==> src/rtl/fra_pkg.sv <==
// Shared constants and types for the frequency-to-text readout.
// No dependencies.
`default_nettype none
package fra_pkg;
    localparam int TEXT_LEN_DEF = 16;
    localparam int CLK_W = 27;
    localparam int HALF_W = 16;
    localparam int CNT_W = 32;
    localparam int PROD_W = 59;
    localparam int CHAR_W = 8;
    localparam int IDX_W = 5;
    localparam int QDEPTH = 2;
    localparam logic [CLK_W-1:0] REF_CLOCK_RESET = 27'd24000000;
    localparam logic [CHAR_W-1:0] CH_SPACE = 8'h20;
    localparam logic [CHAR_W-1:0] CH_ZERO = 8'h30;
    localparam logic [CHAR_W-1:0] CH_POINT = 8'h2E;
    localparam logic [CHAR_W-1:0] CH_Z = 8'h7A;
    localparam logic [CHAR_W-1:0] CH_H = 8'h48;
    localparam logic [CHAR_W-1:0] CH_K = 8'h4B;
    localparam logic [CHAR_W-1:0] CH_M = 8'h4D;
    localparam int POINT_POS = 6;
    localparam int DIGITS_START = 3;

    typedef struct packed {
        logic [CNT_W-1:0] sig;
        logic [CNT_W-1:0] refc;
        logic [CLK_W-1:0] clk_hz;
    } job_t;
endpackage
`default_nettype wire

==> src/rtl/fra_front.sv <==
// Front end: forms the counts and queues jobs for the back end.
// Depends on fra_pkg.
`default_nettype none
module fra_front (
    input  wire logic                           clk,
    input  wire logic                           rst_n,
    input  wire logic                           start,
    input  wire logic [fra_pkg::HALF_W-1:0]     sig_count_low,
    input  wire logic [fra_pkg::HALF_W-1:0]     sig_count_high,
    input  wire logic [fra_pkg::HALF_W-1:0]     ref_count_low,
    input  wire logic [fra_pkg::HALF_W-1:0]     ref_count_high,
    input  wire logic [fra_pkg::CLK_W-1:0]      clk_hz,
    output logic                                full,
    output logic                                empty,
    output fra_pkg::job_t                       job,
    input  wire logic                           pop
);
    fra_pkg::job_t q_reg [fra_pkg::QDEPTH];
    logic wp_reg, wp_next, rp_reg, rp_next;
    logic [1:0] cnt_reg, cnt_next;
    logic push;

    assign full  = (cnt_reg == 2'(fra_pkg::QDEPTH));
    assign empty = (cnt_reg == 2'd0);
    assign push  = start && !full;
    assign job   = q_reg[rp_reg];

    always_comb
    begin
        wp_next  = wp_reg ^ push;
        rp_next  = rp_reg ^ pop;
        cnt_next = cnt_reg + {1'b0, push} - {1'b0, pop};
    end

    always_ff @(posedge clk)
    begin
        if (push)
        begin
            q_reg[wp_reg].sig    <= {sig_count_high, sig_count_low} + 32'd1;
            q_reg[wp_reg].refc   <= {ref_count_high, ref_count_low} + 32'd1;
            q_reg[wp_reg].clk_hz <= clk_hz;
        end
    end

    always_ff @(posedge clk or negedge rst_n)
    begin
        if (!rst_n)
        begin
            wp_reg <= 1'b0;
            rp_reg <= 1'b0;
            cnt_reg <= 2'd0;
        end
        else
        begin
            wp_reg <= wp_next;
            rp_reg <= rp_next;
            cnt_reg <= cnt_next;
        end
    end
endmodule
`default_nettype wire

==> config.mk <==
export PLATFORM = sky130hd
export DESIGN_NAME = fra_front
export DESIGN_NICKNAME = d
export VERILOG_FILES = /design/src/rtl/fra_pkg.sv /design/src/rtl/fra_front.sv
export SDC_FILE = /design/constraint.sdc
export NUM_CORES = 1
export LEC_CHECK = 0
export BUFFER_PORTS_ARGS = -buffer_cell sky130_fd_sc_hd__buf_2
export CORE_MARGIN = 10
export CORE_UTILIZATION = 60
export CTS_BUF_LIST = sky130_fd_sc_hd__clkbuf_4
export DETAILED_ROUTE_END_ITERATION = 10
export PLACE_DENSITY = 0.88
export SLEW_MARGIN = 20
export SYNTH_ARGS = -nofsm -noshare
export SYNTH_HDL_FRONTEND = slang
export SYNTH_SLANG_ARGS = --single-unit
==> constraint.sdc <==
create_clock -name clk -period 5.55 [get_ports clk]
set_clock_uncertainty 0.2 [all_clocks]
set_input_delay 0.555 -clock clk [delete_from_list [all_inputs] [get_ports clk]]
set_output_delay 0.555 -clock clk [all_outputs]
set_load 0.02 [all_outputs]
==> metrics, run 1 <==
Slew @ Worst Pin 0.869 ns; setup TNS 0 ns; number of fill cells in the layout 801; met2 wire length 10000 um; Final Cell Area 9780 um^2; Synth Cell Area 8000 um^2; pin count of the biggest net entering global routing 61; Hold Crit Class in -> reg; average wire per cell in the routed design 20.3 um; post-route ant nets 0; total power 4.45 mW; Worst setup startpoint rp_reg; post-synthesis sequential area ratio 69.6%; root buffer cell clkbuf_4; CTS tree built; first-pass GRT wire length 28400 um; # DRC 0; drt total wl 18300 um; Hold WS 0.0942 ns; # rows 42; Fmax achieved 0.341 GHz; Final period util 52.8%; via count 5027; clock-pin slew on the worst setup and hold paths 0.13 ns; maximum vdd drop 0.245 mV; IO Pins 188; RSZ-0062 raised after global routing no; min cycle time layout 2.93 ns; vias in the first global route 5450; Initial Util 60.9%; HPWL after detailed placement 12800 um; max layer used met4; Final setup viols 0; HP Start sig_count_low[0]; Post-CTS Resized 0; Slew HR 41.7%; worst reg2reg path startpoint cnt_reg[1]; startpoint types flip-flop; leak pwr 3.62 nW; CTS Buffer Depth 2; clock latency on the worst-skew pair 0.56 ns; WL met1 6880 um; die area 18300 um^2; status complete, no violations; kind of capture point of the worst setup path primary output; die height 135 um; grt total ovfl 0; layout cells sized above 1 44.3%; library cells used by synthesis 24; Syn Inst Count 486; TritonCTS buffer count 17; CTS sink count 186; Final nets 812; Max Cap Viol 0; port bufs 187; reg-to-reg slack, setup 2.94 ns; register bit total from synthesis 186; register area 5570 um^2; first-pass iteration count of the detailed router 5; Crit path required time 4.80 ns; Post-Syn Nets 587; Fin. Hold Viols 0; vias per cell 5.58; synth warn 0; Worst EP arrival 2.18 ns; Met3 Wirelength 1030 um; CP max FO 35; Max Transition Viols Final 0; H-tree depth 4; 1st-iter DRT viols 286; P per Cell Area 455 nW/um^2; Core Area 13100 um^2; initial antenna violation count 1; GPL Wtd Cong 0.828; kind of critical path reg -> out; max reg flops 182; Die Width 135 um; Post-Syn Area per Cell 16.5 um^2; Setup Fix Bufs, Post-CTS 0; placed inst area 9180 um^2; Layout Area Growth over Synthesis 22.2%; overall routing resource usage 19.9%; area of the multi-input gates 2350 um^2
-- synth_stat cells, drive strengths merged --
cell type / count / area [um^2]
and3: 8 / 50.1
buf: 2 / 16.3
and4: 5 / 45.0
mux2: 91 / 1020
nand4b: 3 / 26.3
ha: 6 / 75.1
nand2b: 2 / 12.5
nor4: 4 / 40.0
edfxtp: 182 / 5470
xor2: 13 / 114
nor4b: 1 / 23.8
nand2: 20 / 75.1
nor2: 15 / 56.3
nand3: 23 / 115
xnor2: 50 / 438
nand4: 27 / 199
dfrtp: 4 / 100
nor3: 7 / 35.0
inv: 11 / 41.3
clkbuf: 12 / 45.0
-- placed cells by master, fill, tap and decap left out, drive strengths merged, types with 3 or more instances in the layout --
master         n
xor2          13
buf          191
mux2          91
dfrtp          4
xnor2         50
ha             6
nor3           7
dlygate4sd3   29
nor2          15
clkbuf        18
inv           14
nand4         27
and3           8
nand3         23
and4           5
nand4b         3
bufinv         3
clkinv         6
nand2         20
edfxtp       182
nor4           4
-- repair_timing --
item                       CTS  global route
hold endpoints to repair    59             0
setup endpoints to repair    0             0
hold buffers                29             0
-- worst max-delay path: stages, from the launching register on --
cell     delay (ns)
dfrtp_4        0.74
buf_12         0.28
mux2_2         0.39
buf_2          0.17
-- final timing paths --
check	endpoint	depth (start not counted)
setup / recovery	job[51]	3
hold / removal	q_reg[1][59]	2
setup reg to reg	q_reg[1][75]	5
hold reg to reg	cnt_reg[1]	1
max in group asynchronous	rp_reg	2
min in group asynchronous	rp_reg	2
-- routing by layer --
layer / track usage [%] / up-vias
li1: - / 2314
met2: 35.5 / 185
met4: 8.85 / 0
met3: 4.49 / 32
met1: 22.3 / 2496
met5: 0 / -
-- where the power goes --
part / total, mW / switching [mW] / internal (mW)
logic: 1.63 / 0.993 / 0.638
clock network: 0.774 / 0.453 / 0.320
registers: 2.05 / 0.123 / 1.92
-- cell type report --
type	count	share of cell area (%)
Clock buffer	18	1.38
Multi-Input combinational cell	275	24.1
Clock inverter	14	1.75
Sequential cell	186	57.0
Tap cell	176	2.25
Timing Repair Buffer	220	13.1
Antenna cell	1	0.0256
Inverter	11	0.422
-- through the flow --
stage / setup slack [ns] / std cells / util, %
floorplan: 2.05 / 486 / -
global placement: 2.88 / 837 / 69.5
detailed placement: 2.83 / 839 / 69.8
CTS: 2.57 / 900 / 74.4
global route: 2.51 / 901 / 74.4
finish: 2.62 / 901 / 74.4
-- cells by family after synthesis --
kind of cell	count (synthesis)	synth area share [%]
xor+xnor	63	6.90
fa+ha+maj	6	0.939
buf+inv	25	1.28
flops	186	69.6
mux	91	12.8
simple gates	115	8.48
Note: power is estimated with default switching activity, not from simulation.
==> run 2: changes to the inputs <==
- CORE_UTILIZATION: 60 -> 56
- PLACE_DENSITY: 0.88 -> 0.83
- clock period: 5.55 -> 3 ns (I/O delays scaled with it)
==> run 2 against run 1 <==
Net effect: count of clock-buffer cells in the layout did not move; design area increased by 7.2%; utilization is 0.76 points higher; total power increased by 82%; hold slack improved by 0.16 ns; non-clock buffer count grew 75; final cell count rose by 8.9%; clock power increased by 58%; critical endpoint is now q_reg[0][58]; largest power group unchanged; highest routed layer unchanged.
==> metrics, run 2 (synthesis gave the netlist of run 1 again) <==
HPWL after detailed placement 12700 um (-0.74%); first-pass iteration count of the detailed router 6 (+1); Critical R2R Capture q_reg[0][63]; Max Transition Viols Final 0 (unchanged); first-pass GRT wire length 31100 um (+9.4%); H-tree depth 4 (unchanged); vias in the first global route 5787 (+6.2%); Final setup viols 0 (unchanged); most common cell after layout, fill and taps aside buf_2; startpoint types primary input; Crit path required time 3.13 ns (-1.67 ns); Worst EP arrival 2.94 ns (+0.76 ns); kind of critical path in -> reg; TritonCTS buffer count 17 (unchanged); CTS sink count 186 (unchanged); Seq pwr share 46.6% (+0.6 points); most frequent cells in the layout 187 x buf_2, 182 x edfxtp_1, 101 x dlygate4sd3_1, 91 x mux2_2, 50 x xnor2_1; post-route ant nets 0 (unchanged); clock-pin slew on the worst setup and hold paths 0.15 ns (+0.02 ns); maximum vdd drop 0.505 mV (+110%); port bufs 187 (unchanged); min cycle time layout 2.81 ns; status complete, no violations; root buffer cell clkbuf_4; layout cells sized above 1 40.2% (-4.1 points); leak pwr 3.90 nW (+7.6%); Max Cap Viol 0 (unchanged); kind of capture point of the worst setup path flip-flop; vias per cell 5.48 (-1.8%); CP max FO 4 (-89%); Die Width 140 um (+3.0%); RSZ-0062 raised after global routing no; CP endpoint q_reg[0][58]; R2R cell count 5 (unchanged); Inst Count DP 846 (+0.83%); clock power share 15.1% (-2.3 points); overall routing resource usage 20.2% (+0.23 points); reg-to-reg slack, setup 0.88 ns (-2.06 ns); worst reg2reg path startpoint cnt_reg[1]; Initial Util 57.4% (-3.5 points); 1st-iter DRT viols 343 (+20%); P_sw 2.90 mW (+85%); die area 19500 um^2 (+6.1%); grt total ovfl 0 (unchanged); Net Sw Frac 35.8% (+0.51 points); GPL Wtd Cong 0.862 (+4.0%); Hold WS 0.252 ns (+0.157 ns); P per Cell Area 774 nW/um^2 (+70%); number of fill cells in the layout 832 (+3.9%); Core Area 13900 um^2 (+6.1%); IO Pins 188 (unchanged); final non-filler cell total 981 (+8.9%); clock latency on the worst-skew pair 0.56 ns (about the same); drt total wl 19700 um (+8.0%); # DRC 0 (unchanged); CTS tree built; CTS Buffer Depth 2 (unchanged); total power 8.11 mW (+82%); via count 5376 (+6.9%); Slew @ Worst Pin 0.745 ns (-0.124 ns); Final period util 93.7%; Fmax achieved 0.356 GHz; # rows 43 (+2.4%); pin count of the biggest net entering global routing 49 (-20%); average wire per cell in the routed design 20.1 um (-0.82%); die height 140 um (+3.0%); Final nets 887 (+9.2%); Comb power frac 38.3% (+1.6 points); Layout Area Growth over Synthesis 31.0%; Fin. Hold Viols 0 (unchanged); Worst setup startpoint ref_count_low[6]; initial antenna violation count 3 (+2); Hold Crit Class in -> reg; Pint 5.21 mW (+81%); Slew HR 49.9% (+8.2 points); max reg flops 182 (unchanged); Post-CTS Resized 0 (unchanged)
[run 2: cell types whose count changed in the layout (fill, tap and decap cells not counted)]
| cell | previous run | this run |
|---|---|---|
| clkinv_4 | 3 | 2 |
| clkinv_1 | 1 | 3 |
| buf_12 | 2 | 3 |
| clkinvlp_4 | 2 | 3 |
| dlygate4sd3_1 | 29 | 101 |
| inv_6 | 3 | 1 |
| buf_4 | 2 | 4 |
| diode_2 | 1 | 3 |
| bufinv_16 | 3 | 1 |
| clkinv_2 | 2 | 3 |
[run 2: what timing repair did]
item,CTS,global route
hold endpoints to repair,189,0
hold buffers,101,0
setup buffers,0,0
[run 2: stage by stage]
stage	worst slack (ns)	area, um^2	utilization (%)	TNS, ns
floorplan	-0.430	8000	-	-78.29
global placement	0.842	9220	66.1	0
detailed placement	0.752	9220	66.1	0
CTS	0.172	10500	75.1	0
global route	0.0785	10500	75.2	0
finish	0.189	10500	75.2	0
[run 2: layout make-up]
type	instances	area [um^2]	share of cell area, %
diodes	3	7.51	0.0717
repair buffers	295	2040	19.4
clock buffers	18	135	1.29
multi-input cells	275	2350	22.5
flip-flops and latches	186	5570	53.2
clock inverters	13	105	1.00
inverters	11	41.3	0.394
well taps	180	225	2.15
[run 2: worst min path at each step]
| stage | cells past startpoint | start | end |
|---|---|---|---|
| 6_report | 2 | clk_hz[8] | q_reg[1][8] |
| 5_1_grt | 2 | clk_hz[19] | q_reg[1][19] |
| 4_1_cts | 2 | clk_hz[10] | q_reg[0][10] |
| 3_5_place_dp | 1 | rst_n | cnt_reg[1] |
| 3_3_place_gp | 1 | rst_n | cnt_reg[1] |
| 2_1_floorplan | 0 | rst_n | cnt_reg[0] |
[run 2: layer usage]
layer | vias up | track usage [%] | part of all wire (%)
li1 | 2462 | - | -
met1 | 2600 | 21.8 | 36
met2 | 249 | 35.6 | 53
met3 | 65 | 5.38 | 6.8
met4 | 0 | 9.83 | 3.6
met5 | - | 0 | 0
[run 2: critical path: stages]
cell,delay [ns]
dlygate4sd3_1,0.54
buf_2,0.15
nand4_1,0.23
nor4_1,0.69
nand4_1,0.25
xnor2_1,0.19
dlygate4sd3_1,0.58
[run 2: power by group through the flow]
stage               clock network, mW  registers, mW  logic (mW)
finish                           1.22           3.78        3.11
global route                     1.36           3.83        3.31
CTS                              1.24           3.78        3.13
detailed placement                  0           3.84        3.01
global placement                    0           3.80        2.97
floorplan                           0           3.75        2.03
